File: config.mk
export PLATFORM = sky130hd
export DESIGN_NAME = dotted_address_port_parser_top_flat
export DESIGN_NICKNAME = d
export VERILOG_FILES = /design/src/design/dapp_pkg.sv /design/src/design/dapp_text_if.sv /design/src/design/dapp_result_if.sv /design/src/design/dotted_address_port_parser_top.sv /design/src/design/dapp_consume.sv /design/src/flat_wrapper.sv
export SDC_FILE = /design/constraint.sdc
export NUM_CORES = 1
export LEC_CHECK = 0
export BUFFER_PORTS_ARGS = -buffer_cell sky130_fd_sc_hd__buf_2
export CAP_MARGIN = 5
export CORE_MARGIN = 5
export CORE_UTILIZATION = 25
export CTS_CLUSTER_SIZE = 16
export DETAILED_ROUTE_END_ITERATION = 10
export HOLD_SLACK_MARGIN = 0.02
export PLACE_DENSITY = 0.37
export SLEW_MARGIN = 30
export SYNTH_ARGS = -nofsm -noshare
export SYNTH_HDL_FRONTEND = slang
export SYNTH_SLANG_ARGS = --single-unit
export TNS_END_PERCENT = 100
File: constraint.sdc
create_clock -name clk -period 6.9 [get_ports clk]
set_clock_uncertainty 0.15 [all_clocks]
set_input_delay 1.035 -clock clk [delete_from_list [all_inputs] [get_ports clk]]
set_output_delay 1.035 -clock clk [all_outputs]
set_load 0.03 [all_outputs]
File: src/design/dapp_pkg.sv
// Shared types, character codes and constants of the dotted address and port parser.
`timescale 1ns / 1ps
package dapp_pkg;

	localparam int unsigned MAX_LENGTH_DEF = 2048;

	localparam int TEXT_W   = 8;
	localparam int ADDR_W   = 32;
	localparam int PORT_W   = 16;
	localparam int OFFSET_W = 11;

	localparam logic [PORT_W-1:0] DEFAULT_PORT_RST = 16'd1000;
	localparam logic [PORT_W-1:0] PORT_MAX         = 16'hFFFF;
	localparam logic [7:0]        OCTET_MAX        = 8'd255;

	localparam logic [TEXT_W-1:0] CH_NUL   = 8'h00;
	localparam logic [TEXT_W-1:0] CH_SPACE = 8'h20;
	localparam logic [TEXT_W-1:0] CH_DASH  = 8'h2D;
	localparam logic [TEXT_W-1:0] CH_DOT   = 8'h2E;
	localparam logic [TEXT_W-1:0] CH_ZERO  = 8'h30;
	localparam logic [TEXT_W-1:0] CH_NINE  = 8'h39;
	localparam logic [TEXT_W-1:0] CH_COLON = 8'h3A;

	localparam logic [1:0] LAST_OCTET = 2'd3;

	typedef enum logic [4:0] {
		PH_DIGIT  = 5'b00001,
		PH_NUMBER = 5'b00010,
		PH_SKIP   = 5'b00100,
		PH_TAIL   = 5'b01000,
		PH_FAIL   = 5'b10000
	} phase_t;

	typedef struct packed {
		logic space;
		logic dash_sp;
		logic colon;
		logic dash_co;
		logic port_dig;
		logic port_done;
		logic ended;
	} flags_t;

	typedef struct packed {
		phase_t             phase;
		logic [1:0]         octet_idx;
		logic [7:0]         octet_acc;
		logic [ADDR_W-1:0]  address;
		logic [PORT_W-1:0]  port_acc;
		flags_t             flags;
	} parse_t;

	localparam parse_t PARSE_CLEAR = '{
		phase:     PH_DIGIT,
		octet_idx: 2'd0,
		octet_acc: 8'd0,
		address:   32'd0,
		port_acc:  16'd0,
		flags:     7'd0
	};

	function automatic logic is_digit(input logic [TEXT_W-1:0] c);
		is_digit = (c >= CH_ZERO) && (c <= CH_NINE);
	endfunction

endpackage

File: src/design/dapp_text_if.sv
// Input channel: one character of the command string with its last-byte mark.
`timescale 1ns / 1ps
interface dapp_text_if;
	logic       valid;
	logic       ready;
	logic [7:0] text_byte;
	logic       last_byte;

	modport source (output valid, output text_byte, output last_byte, input ready);
	modport sink (input valid, input text_byte, input last_byte, output ready);
endinterface

File: src/design/dapp_result_if.sv
// Output channel: one parse result per command string.
`timescale 1ns / 1ps
interface dapp_result_if;
	logic        valid;
	logic        ready;
	logic        parse_ok;
	logic [31:0] ipv4_address;
	logic [15:0] port_number;
	logic [10:0] payload_offset;

	modport source (output valid, output parse_ok, output ipv4_address,
		output port_number, output payload_offset, input ready);
	modport sink (input valid, input parse_ok, input ipv4_address,
		input port_number, input payload_offset, output ready);
endinterface

File: src/design/dotted_address_port_parser_top.sv
// Top level of the dotted address and port parser: input stage, parse state, result register.
//
//   channel   dir  payload                                         handshake
//   text      in   text_byte[7:0], last_byte                       valid/ready
//   result    out  parse_ok, ipv4_address[31:0], port_number[15:0],
//                  payload_offset[10:0]                            valid/ready
//   cfg       in   cfg_wr_data[15:0] (default_port)                cfg_wr_en
//
// One character per cycle. An accepted item is registered in the input stage,
// then updates the parse state; the item carrying the last-byte mark loads the
// result register when it leaves the input stage. arst_n clears all control state
// and sets default_port to 1000; no clearing pass. A stalled result holds the
// last-marked item in the input stage and stops the input while it waits;
// characters ahead of it keep flowing.
`timescale 1ns / 1ps
module dotted_address_port_parser_top #(
	parameter int unsigned MAX_LENGTH = dapp_pkg::MAX_LENGTH_DEF
) (
	input  logic                           clk,
	input  logic                           arst_n,
	dapp_text_if.sink                      text,
	dapp_result_if.source                  result,
	input  logic                           cfg_wr_en,
	input  logic [dapp_pkg::PORT_W-1:0]    cfg_wr_data
);
	import dapp_pkg::*;

	localparam int POS_W = $clog2(MAX_LENGTH + 1);
	localparam logic [POS_W-1:0] POS_LIMIT = POS_W'(MAX_LENGTH);

	logic [PORT_W-1:0]   default_port_q;

	logic                s1_valid_s1;
	logic [TEXT_W-1:0]   byte_s1;
	logic                last_s1;

	parse_t              st_q;
	logic [POS_W-1:0]    pos_q;
	logic [POS_W-1:0]    dsp_pos_q;
	logic [POS_W-1:0]    dco_pos_q;

	logic                out_valid_q;
	logic                ok_q;
	logic [ADDR_W-1:0]   addr_q;
	logic [PORT_W-1:0]   port_q;
	logic [OFFSET_W-1:0] off_q;

	logic                out_free;
	logic                s1_go;
	logic                at_limit;
	logic                take;
	logic                stop;
	parse_t              st_nxt;
	parse_t              st_after;
	logic [POS_W-1:0]    dsp_nxt;
	logic [POS_W-1:0]    dco_nxt;
	logic [POS_W-1:0]    dsp_after;
	logic [POS_W-1:0]    dco_after;
	logic [POS_W-1:0]    pos_after;
	logic                ok_res;
	logic [PORT_W-1:0]   port_res;
	logic [POS_W-1:0]    off_sel;
	logic [POS_W+OFFSET_W-1:0] off_wide;

	assign out_free   = !out_valid_q || result.ready;
	assign s1_go      = s1_valid_s1 && (!last_s1 || out_free);
	assign text.ready = !s1_valid_s1 || s1_go;

	assign at_limit = pos_q >= POS_LIMIT;
	assign take     = !st_q.flags.ended && !at_limit && (byte_s1 != CH_NUL);
	assign stop     = !st_q.flags.ended && (at_limit || (byte_s1 == CH_NUL));

	dapp_consume #(
		.POS_W (POS_W)
	) u_consume (
		.cur         (st_q),
		.c           (byte_s1),
		.pos         (pos_q),
		.dsp_pos     (dsp_pos_q),
		.dco_pos     (dco_pos_q),
		.nxt         (st_nxt),
		.nxt_dsp_pos (dsp_nxt),
		.nxt_dco_pos (dco_nxt)
	);

	always_comb begin
		st_after  = take ? st_nxt : st_q;
		dsp_after = take ? dsp_nxt : dsp_pos_q;
		dco_after = take ? dco_nxt : dco_pos_q;
		pos_after = take ? pos_q + POS_W'(1) : pos_q;
		if (stop) begin
			st_after.flags.ended = 1'b1;
		end
	end

	always_comb begin
		ok_res   = 1'b0;
		port_res = '0;
		off_sel  = '0;
		if ((st_after.phase == PH_NUMBER && st_after.octet_idx == LAST_OCTET)
				|| st_after.phase == PH_TAIL) begin
			if (st_after.flags.colon) begin
				ok_res   = st_after.flags.port_dig && st_after.flags.dash_co;
				port_res = st_after.port_acc;
				off_sel  = dco_after;
			end else begin
				ok_res   = st_after.flags.space && st_after.flags.dash_sp;
				port_res = default_port_q;
				off_sel  = dsp_after;
			end
		end
	end

	assign off_wide = {{OFFSET_W{1'b0}}, off_sel};

	always_ff @(posedge clk or negedge arst_n) begin
		if (!arst_n) begin
			default_port_q <= DEFAULT_PORT_RST;
		end else if (cfg_wr_en) begin
			default_port_q <= cfg_wr_data;
		end
	end

	// input stage
	always_ff @(posedge clk or negedge arst_n) begin
		if (!arst_n) begin
			s1_valid_s1 <= 1'b0;
		end else if (text.ready) begin
			s1_valid_s1 <= text.valid;
		end
	end

	always_ff @(posedge clk) begin
		if (text.ready && text.valid) begin
			byte_s1 <= text.text_byte;
			last_s1 <= text.last_byte;
		end
	end

	// parse state: clear after the last-marked item
	always_ff @(posedge clk or negedge arst_n) begin
		if (!arst_n) begin
			st_q      <= PARSE_CLEAR;
			pos_q     <= '0;
			dsp_pos_q <= '0;
			dco_pos_q <= '0;
		end else if (s1_go) begin
			if (last_s1) begin
				st_q      <= PARSE_CLEAR;
				pos_q     <= '0;
				dsp_pos_q <= '0;
				dco_pos_q <= '0;
			end else begin
				st_q      <= st_after;
				pos_q     <= pos_after;
				dsp_pos_q <= dsp_after;
				dco_pos_q <= dco_after;
			end
		end
	end

	always_ff @(posedge clk or negedge arst_n) begin
		if (!arst_n) begin
			out_valid_q <= 1'b0;
		end else if (s1_go && last_s1) begin
			out_valid_q <= 1'b1;
		end else if (result.ready) begin
			out_valid_q <= 1'b0;
		end
	end

	// failed parses report zero fields
	always_ff @(posedge clk) begin
		if (s1_go && last_s1) begin
			ok_q   <= ok_res;
			addr_q <= ok_res ? st_after.address : '0;
			port_q <= ok_res ? port_res : '0;
			off_q  <= ok_res ? off_wide[OFFSET_W-1:0] : '0;
		end
	end

	assign result.valid          = out_valid_q;
	assign result.parse_ok       = ok_q;
	assign result.ipv4_address   = addr_q;
	assign result.port_number    = port_q;
	assign result.payload_offset = off_q;

	a_fail_zero: assert property (@(posedge clk) disable iff (!arst_n)
		out_valid_q && !ok_q |-> addr_q == '0 && port_q == '0 && off_q == '0)
		else $error("failed parse carries nonzero fields");

	a_clear_after_last: assert property (@(posedge clk) disable iff (!arst_n)
		s1_go && last_s1 |=> pos_q == '0 && st_q.phase == PH_DIGIT && !st_q.flags.ended)
		else $error("parse state not cleared after last item");

	a_pos_bound: assert property (@(posedge clk) disable iff (!arst_n)
		pos_q <= POS_LIMIT)
		else $error("byte position beyond limit");

	a_port_needs_colon: assert property (@(posedge clk) disable iff (!arst_n)
		(st_q.flags.port_dig || st_q.flags.port_done || st_q.flags.dash_co)
		|-> st_q.flags.colon)
		else $error("port search flags set without colon");

	a_last_held: assert property (@(posedge clk) disable iff (!arst_n)
		s1_valid_s1 && last_s1 && !out_free |=> s1_valid_s1 && last_s1)
		else $error("last item dropped while result stalled");

endmodule

File: src/design/dapp_consume.sv
// Next-state logic for one character: octet digits, dot skipping, port and dash search.
`timescale 1ns / 1ps
module dapp_consume #(
	parameter int POS_W = 12
) (
	input  dapp_pkg::parse_t    cur,
	input  logic [7:0]          c,
	input  logic [POS_W-1:0]    pos,
	input  logic [POS_W-1:0]    dsp_pos,
	input  logic [POS_W-1:0]    dco_pos,
	output dapp_pkg::parse_t    nxt,
	output logic [POS_W-1:0]    nxt_dsp_pos,
	output logic [POS_W-1:0]    nxt_dco_pos
);
	import dapp_pkg::*;

	logic        digit;
	logic [3:0]  dval;
	logic [11:0] oct_sum;
	logic [19:0] port_sum;
	logic        do_tail;

	assign digit = is_digit(c);
	assign dval  = c[3:0];

	// acc * 10 + digit as two shifted adds
	assign oct_sum = {1'b0, cur.octet_acc, 3'b000} + {3'b000, cur.octet_acc, 1'b0}
		+ {8'd0, dval};
	assign port_sum = {1'b0, cur.port_acc, 3'b000} + {3'b000, cur.port_acc, 1'b0}
		+ {16'd0, dval};

	always_comb begin
		nxt         = cur;
		nxt_dsp_pos = dsp_pos;
		nxt_dco_pos = dco_pos;
		do_tail     = 1'b0;

		unique case (cur.phase)
			PH_DIGIT: begin
				if (digit) begin
					nxt.octet_acc = {4'd0, dval};
					nxt.address[cur.octet_idx*8 +: 8] = {4'd0, dval};
					nxt.phase = PH_NUMBER;
				end else begin
					nxt.phase = PH_FAIL;
				end
			end
			PH_NUMBER: begin
				if (digit) begin
					if (oct_sum > {4'd0, OCTET_MAX}) begin
						nxt.phase = PH_FAIL;
					end else begin
						nxt.octet_acc = oct_sum[7:0];
						nxt.address[cur.octet_idx*8 +: 8] = oct_sum[7:0];
					end
				end else if (cur.octet_idx == LAST_OCTET) begin
					nxt.phase = PH_TAIL;
					do_tail   = 1'b1;
				end else if (c == CH_DOT) begin
					nxt.phase     = PH_DIGIT;
					nxt.octet_idx = cur.octet_idx + 2'd1;
				end else begin
					nxt.phase = PH_SKIP;
				end
			end
			PH_SKIP: begin
				if (c == CH_DOT) begin
					nxt.phase     = PH_DIGIT;
					nxt.octet_idx = cur.octet_idx + 2'd1;
				end
			end
			PH_TAIL: begin
				do_tail = 1'b1;
			end
			PH_FAIL: begin
				nxt = cur;
			end
			default: begin
				nxt = cur;
			end
		endcase

		if (do_tail) begin
			if (cur.flags.colon) begin
				if (!cur.flags.port_done) begin
					if (!cur.flags.port_dig) begin
						if (digit) begin
							nxt.flags.port_dig = 1'b1;
							nxt.port_acc = {12'd0, dval};
						end else begin
							nxt.flags.port_done = 1'b1;
						end
					end else if (digit) begin
						if (port_sum > {4'd0, PORT_MAX}) begin
							nxt.phase = PH_FAIL;
						end else begin
							nxt.port_acc = port_sum[15:0];
						end
					end else begin
						nxt.flags.port_done = 1'b1;
					end
				end
				if (c == CH_DASH && !cur.flags.dash_co) begin
					nxt.flags.dash_co = 1'b1;
					nxt_dco_pos = pos;
				end
			end
			if (cur.flags.space && c == CH_DASH && !cur.flags.dash_sp) begin
				nxt.flags.dash_sp = 1'b1;
				nxt_dsp_pos = pos;
			end
			if (c == CH_COLON && !cur.flags.colon) begin
				nxt.flags.colon = 1'b1;
			end
			if (c == CH_SPACE && !cur.flags.space) begin
				nxt.flags.space = 1'b1;
			end
		end
	end

endmodule

File: src/flat_wrapper.sv
// flat-port wrapper written by rule: the top's interface ports become plain ports
module dotted_address_port_parser_top_flat import dapp_pkg::*;
#(
	parameter int unsigned MAX_LENGTH = dapp_pkg::MAX_LENGTH_DEF
)
  (clk, arst_n, cfg_wr_en, cfg_wr_data, text_valid, text_text_byte, text_last_byte, text_ready, result_valid, result_parse_ok, result_ipv4_address, result_port_number, result_payload_offset, result_ready);
  dapp_text_if text_i ();
  dapp_result_if result_i ();
  input  logic clk;
  input  logic arst_n;
  input  logic cfg_wr_en;
  input  logic [dapp_pkg::PORT_W-1:0] cfg_wr_data;
  input wire logic [$bits(text_i.valid)-1:0] text_valid;
  input wire logic [$bits(text_i.text_byte)-1:0] text_text_byte;
  input wire logic [$bits(text_i.last_byte)-1:0] text_last_byte;
  output wire logic [$bits(text_i.ready)-1:0] text_ready;
  output wire logic [$bits(result_i.valid)-1:0] result_valid;
  output wire logic [$bits(result_i.parse_ok)-1:0] result_parse_ok;
  output wire logic [$bits(result_i.ipv4_address)-1:0] result_ipv4_address;
  output wire logic [$bits(result_i.port_number)-1:0] result_port_number;
  output wire logic [$bits(result_i.payload_offset)-1:0] result_payload_offset;
  input wire logic [$bits(result_i.ready)-1:0] result_ready;
  assign text_i.valid = text_valid;
  assign text_i.text_byte = text_text_byte;
  assign text_i.last_byte = text_last_byte;
  assign text_ready = text_i.ready;
  assign result_valid = result_i.valid;
  assign result_parse_ok = result_i.parse_ok;
  assign result_ipv4_address = result_i.ipv4_address;
  assign result_port_number = result_i.port_number;
  assign result_payload_offset = result_i.payload_offset;
  assign result_i.ready = result_ready;
  dotted_address_port_parser_top #(.MAX_LENGTH(MAX_LENGTH)) u_core (.clk(clk), .arst_n(arst_n), .text(text_i), .result(result_i), .cfg_wr_en(cfg_wr_en), .cfg_wr_data(cfg_wr_data));
endmodule
Word level (Yosys, flattened, before mapping)
Cells that the tools add are included. W data, S select, Z words.

Register bits: 193. Logic and storage cells: 158.

Add/sub/neg operators: 7. Magnitude comparators: 5. Eq/ne operators: 15. Shift operators: 3. Mux-type cells: 62. Reductions and logical operators: 42.

Operators by type and width (count): $mux W70 (2); $mux W12 (11); $mux W40 (3); $mux W16 (7); $pmux W40 S2 (1); $shiftx A8 B34 Y32 (2); $bwmux W32 (2); $mux W5 (9); $neg A5 Y34 (1); $shift A8 B34 Y32 const A (1); $eq A8 B6 Y1 const B (4); $mux W22 (1); $add A19 B17 Y20 (1); $add A20 B4 Y20 (1); $gt A20 B16 Y1 const B (1); $logic_and A1 B1 Y1 (15); $pmux W5 S3 (1); $mux W1 (14); $add A11 B9 Y12 (1); $add A12 B1 Y12 const B (1); $add A12 B4 Y12 (1); $ge A12 B12 Y1 const B (1); $gt A12 B8 Y1 const B (1); $mux W11 (1); other kinds (24) (51).

Logic depth before layout (Yosys ltp)
Depth after elaboration: 18. Depth in mapped cells: 15. Mapped depth without buffers: 13.

Modules after synthesis
A second synthesis with hierarchy kept.

Cell total of the unflattened synthesis: 1295. Area, all modules: 12132.9 um2.

Modules (own cells, without submodules): dotted_address_port_parser_top (times used 1, cells an instance 857, area an instance 8914.8 um2); dapp_consume (times used 1, cells an instance 438, area an instance 3218.1 um2).

Worst setup path after synthesis
OpenSTA, ideal clock, no wires.

Path kind: input port to flip-flop. From: in result_ready. To: reg u_core.addr_q[0], in the netlist u_core.result.ipv4_address[0], enable pin. Arrival: 3.414 ns. Required time: 6.302 ns. Path slack: 2.888 ns. Stages on the path: 5. Cell sequence: or3_1 > and2_0 > nand2_1 > inv_1 > clkbuf_1.

Longest elaborated chain between the ends: 4.

Ends and longest elaborated chain: start: declaration (RTL line flat_wrapper.sv:22) `input wire logic [$bits(result_i.ready)-1:0] result_ready;`; $logic_or A1 B1 Y1 (RTL line dotted_address_port_parser_top.sv:65) `assign out_free = !out_valid_q || result.ready;`; $logic_or A1 B1 Y1 (RTL line dotted_address_port_parser_top.sv:66) `assign s1_go = s1_valid_s1 && (!last_s1 || out_free);`; $logic_and A1 B1 Y1 (RTL line dotted_address_port_parser_top.sv:66); $logic_and A1 B1 Y1 (RTL line dotted_address_port_parser_top.sv:174) `if (s1_go && last_s1) begin`; end signal: assignment (RTL line dotted_address_port_parser_top.sv:176) `addr_q <= ok_res ? st_after.address : '0;`; end: declaration (RTL line dotted_address_port_parser_top.sv:44) `logic [ADDR_W-1:0] addr_q;`.

Every way passes these cells. A chain may end at the register's enable or synchronous reset.

Worst setup path after layout
From: reg u_core.byte_s1[3]. To: reg u_core.off_q[3], in the netlist u_core.result.payload_offset[3] (data pin).

Longest elaborated chain between the ends: 17.

Ends and longest elaborated chain: start: declaration (RTL line dotted_address_port_parser_top.sv:34) `logic [TEXT_W-1:0] byte_s1;`; start signal: assignment (RTL line dotted_address_port_parser_top.sv:135) `byte_s1 <= text.text_byte;`; $add A12 B4 Y12 or $eq A8 B6 Y1 (tied branches) (RTL line dapp_consume.sv:28, dapp_consume.sv:59, dapp_consume.sv:67); $gt A12 B8 Y1 or $mux W3 (tied branches) (RTL line dapp_consume.sv:50, dapp_consume.sv:59); $mux W5 or $mux W4 (tied branches) (RTL line dapp_consume.sv:50, dapp_consume.sv:56); $mux W5 (RTL line dapp_consume.sv:49) `if (digit) begin`; $pmux W5 S3 (RTL line dapp_consume.sv:38) `unique case (cur.phase)`; $mux W5 (RTL line dapp_consume.sv:94) `if (port_sum > {4'd0, PORT_MAX}) begin`; $mux W5 (RTL line dapp_consume.sv:93) `end else if (digit) begin`; $mux W5 (RTL line dapp_consume.sv:86) `if (!cur.flags.port_dig) begin`; $mux W5 (RTL line dapp_consume.sv:85) `if (!cur.flags.port_done) begin`; $mux W5 (RTL line dapp_consume.sv:84) `if (cur.flags.colon) begin`; $mux W5 (RTL line dapp_consume.sv:83) `if (do_tail) begin`; $mux W70 (RTL line dotted_address_port_parser_top.sv:87) `st_after = take ? st_nxt : st_q;`; $eq A5 B2 Y1 (RTL line dotted_address_port_parser_top.sv:100) `if ((st_after.phase == PH_NUMBER && st_after.octet_idx == LAST_OCTET)`; $logic_and A1 B1 Y1 (RTL line dotted_address_port_parser_top.sv:100); $logic_or A1 B1 Y1 (RTL line dotted_address_port_parser_top.sv:101) `|| st_after.phase == PH_TAIL) begin`; $mux W1 (RTL line dotted_address_port_parser_top.sv:100); $reduce_and A2 Y1 (no source line); end signal: assignment (RTL line dotted_address_port_parser_top.sv:178) `off_q <= ok_res ? off_wide[OFFSET_W-1:0] : '0;`; end: declaration (RTL line dotted_address_port_parser_top.sv:46) `logic [OFFSET_W-1:0] off_q;`.

Parallel ways exist; a longest one is shown, timed or not. The select of a mux whose other input is x is not followed.

==> flow_metrics.py <==
metrics = {
    "run_status": {
        "outcome": "finished, final reports clean",
    },
    "logic_synthesis": {
        "synthArstFlopShare": 0.639,
        "synth_mux_area_frac": 0.0226,
        "netlist_area_um2": 10800,
        "synthFlopType": "dfrtp_1",
        "synth_compound_area_frac": 0.220,
        "syn_inst": 1095,
        "syn_avg_cell_area_um2": 9.83,
        "synthAdderAreaFrac": 0.0679,
        "synth_top_family_by_area": "compound AO/OA/AOI/OAI gates",
        "yosys.area.top_type": "dfrtp_1",
        "synth_xor_area_frac": 0.0171,
        "synthTopCellsByArea": "dfrtp_1 27%, edfxtp_1 19%, ha_1 6.0%",
        "yosysTopAreaCellShare": 0.267,
        "ys_ff_latch": 191,
        "ys_types": 80,
        "yosys.area_share.simple": 0.162,
        "yosysWarnings": 0,
        "synth_nets": 1181,
        "synth_edf_count": 69,
        "ys_seq_area_frac": 0.477,
    },
    "final_layout": {
        "n_antenna_cell": 0,
        "final_common_cell": "nand2_1",
        "final_core_util": 0.289,
        "nets": 1247,
        "final_cell_mix": "120 x nand2_1, 115 x dfrtp_1, 108 x nor2_1",
        "seq_area_um2": 5130,
        "area_growth_pct": 15.0,
        "fillers": 4509,
        "multi_input_area_um2": 5290,
        "drive_gt1_frac": 0.162,
    },
    "grt": {
        "grt_overflow": 0,
        "grt_usage": 0.155,
        "antenna_found_initial": 1,
        "grt_pass1_wl_um": 56000,
        "grt_max_degree": 67,
        "grt_pass1_vias": 8923,
    },
    "sta": {
        "setup-violations-final": 0,
        "slew_viol_final": 0,
        "worstMarginPinSlew_ns": 0.973,
        "maxSlewHeadroom": 0.345,
        "finalHoldViolations": 0,
        "timing.hold.ws_ns": 0.333,
        "timing.final.crit_share": 0.764,
        "rsz0062_at_grt": "no",
        "period_needed_ns": 5.27,
        "fin_setup_tns_ns": 0,
        "timing.fmax_ghz": 0.190,
    },
    "setup_path": {
        "crit_slowest_cell": "edfxtp_1",
        "arrival_ns": 5.33,
        "worstSetupStartpointType": "register",
        "cp_common_cell": "fa_1",
        "critical_path.max_fanout": 38,
        "path_cells": "fa_1, fa_1, a211oi_2, nor2_1, a21boi_0, mux2i_1, nand4_2, a22o_1, o221a_2, o211ai_4, buf_4, nor3_1",
        "endpoint_kind": "register",
        "cpPeakStageDelay_ns": 0.75,
        "worstSetupPathType": "register to register",
        "critPathRequiredTime_ns": 6.96,
    },
    "power": {
        "ir_drop_mv": 0.150,
        "cellPowerDensity_nw_per_um2": 202,
        "power_mw": 2.50,
        "power.leakage_nw": 4.98,
    },
    "worst_hold_path": {
        "hp-class": "register to register",
    },
    "run": {
        "drv_cap": 0,
    },
    "drt": {
        "route.detailed.drc": 0,
        "wl_per_cell_um": 21.1,
        "wl_um": 36300,
        "drt_iter0_drc": 677,
        "drt_first_pass_iters": 5,
        "vias": 8854,
        "postRouteAntennaNets": 0,
        "viasPerCell": 5.15,
    },
    "floorplan": {
        "dieArea_um2": 47300,
        "initial_core_util": 0.252,
        "die_w_um": 217,
        "rows": 76,
        "die_h_um": 217,
        "num_io_pins": 92,
        "core_area_um2": 42800,
    },
    "clocking": {
        "numClockSinks": 191,
        "postCtsHoldBufs": 0,
        "cts_resized": 0,
        "clk_latency_ns": 0.48,
        "path_clk_slew_ns": 0.07,
        "cts_tree": "built",
        "cts_setup_buffers": 0,
        "htree_num_levels": 4,
        "clockRootBuffer": "clkbuf_16",
        "clk_path_buf_depth": 2,
        "numCtsBuffers": 17,
    },
    "placement": {
        "place.gp.congestion": 0.810,
        "dp_hpwl_um": 25800,
        "port_buffers": 91,
    },
}
==> stage by stage <==
step | area (µm²) | instances | setup slack, ns
floorplan | 10800 | 1095 | 2.89
global placement | 11800 | 1687 | 1.68
detailed placement | 11800 | 1688 | 1.56
CTS | 12400 | 1720 | 1.53
global route | 12400 | 1720 | 1.26
finish | 12400 | 1720 | 1.63
==> critical path: cells and delay by family (launching register included) <==
kind,cells,cell delay (ns)
compound gates,5,1.56
fa+ha+maj,2,1.07
buf+inv,1,0.52
flops,1,0.75
mux,1,0.44
simple gates,3,0.48
==> path summary, 6_finish.rpt <==
kind / from / to / slack, ns / cells past startpoint
hold / removal: u_core.st_q[41] / u_core.st_q[41] / 0.33 / 2
hold reg to reg: u_core.st_q[41] / u_core.st_q[41] / 0.33 / 2
min in group asynchronous: arst_n / u_core.default_port_q[4] / 0.40 / 1
max in group asynchronous: arst_n / u_core.st_q[41] / 5.09 / 2
setup reg to reg: u_core.byte_s1[3] / u_core.result.payload_offset[3] / 1.63 / 12
setup / recovery: u_core.byte_s1[3] / u_core.result.payload_offset[3] / 1.63 / 12
==> state kept, by name, indices dropped and copies added, names as in the netlist <==
signal / flops
u_core.result.valid: 1
u_core.dsp_pos_q: 11
u_core.dco_pos_q: 11
u_core.result.port_number: 16
u_core.byte_s1: 8
u_core.result.parse_ok: 1
u_core.pos_q: 12
u_core.result.ipv4_address: 32
u_core.st_q: 70
u_core.result.payload_offset: 11
u_core.s1_valid_s1: 1
u_core.default_port_q: 16
u_core.last_s1: 1
==> layout make-up <==
| class | instances | area share |
|---|---|---|
| sequential | 191 | 0.415 |
| clock buffer | 22 | 0.0400 |
| multi-input combinational | 816 | 0.427 |
| tap | 546 | 0.0552 |
| clock inverter | 10 | 0.00576 |
| timing repair buffer | 108 | 0.0489 |
| inverter | 27 | 0.00829 |
==> logic make-up after synthesis <==
family	count (synthesis)
and+or+nand+nor	372
AOI/OAI and AO/OA	345
DFF	191
buffers and inverters	88
adders and majority gates	56
muxes	22
xor gates and xnor gates	21
==> cell usage after synthesis, drive strengths merged (14+ instances only) <==
master    n
mux2     18
nor3     26
clkbuf   47
nand2   120
dfrtp   115
edfxtp   69
buf      14
o22ai    21
a31oi    14
nor2    111
and3     16
a22oi    26
xnor2    14
ha       52
inv      26
nand4    18
a21oi    61
a211oi   14
a22o     25
o21ai    90
nand3    27
==> power breakdown <==
part           leakage, nW  switching [mW]  internal, mW  total (mW)
clock                0.284           0.479         0.515       0.994
combinational         2.36           0.191        0.0713       0.262
sequential            2.34          0.0310          1.21        1.24
==> routing by layer <==
metal / GRT usage / up-vias / routed length [µm]
met4: 0.0444 / 0 / 533
met1: 0.228 / 4406 / 18400
li1: - / 4231 / -
met5: 0 / - / 0
met2: 0.230 / 190 / 15900
met3: 0.0311 / 27 / 1460
(Power assumes the default switching activity.)
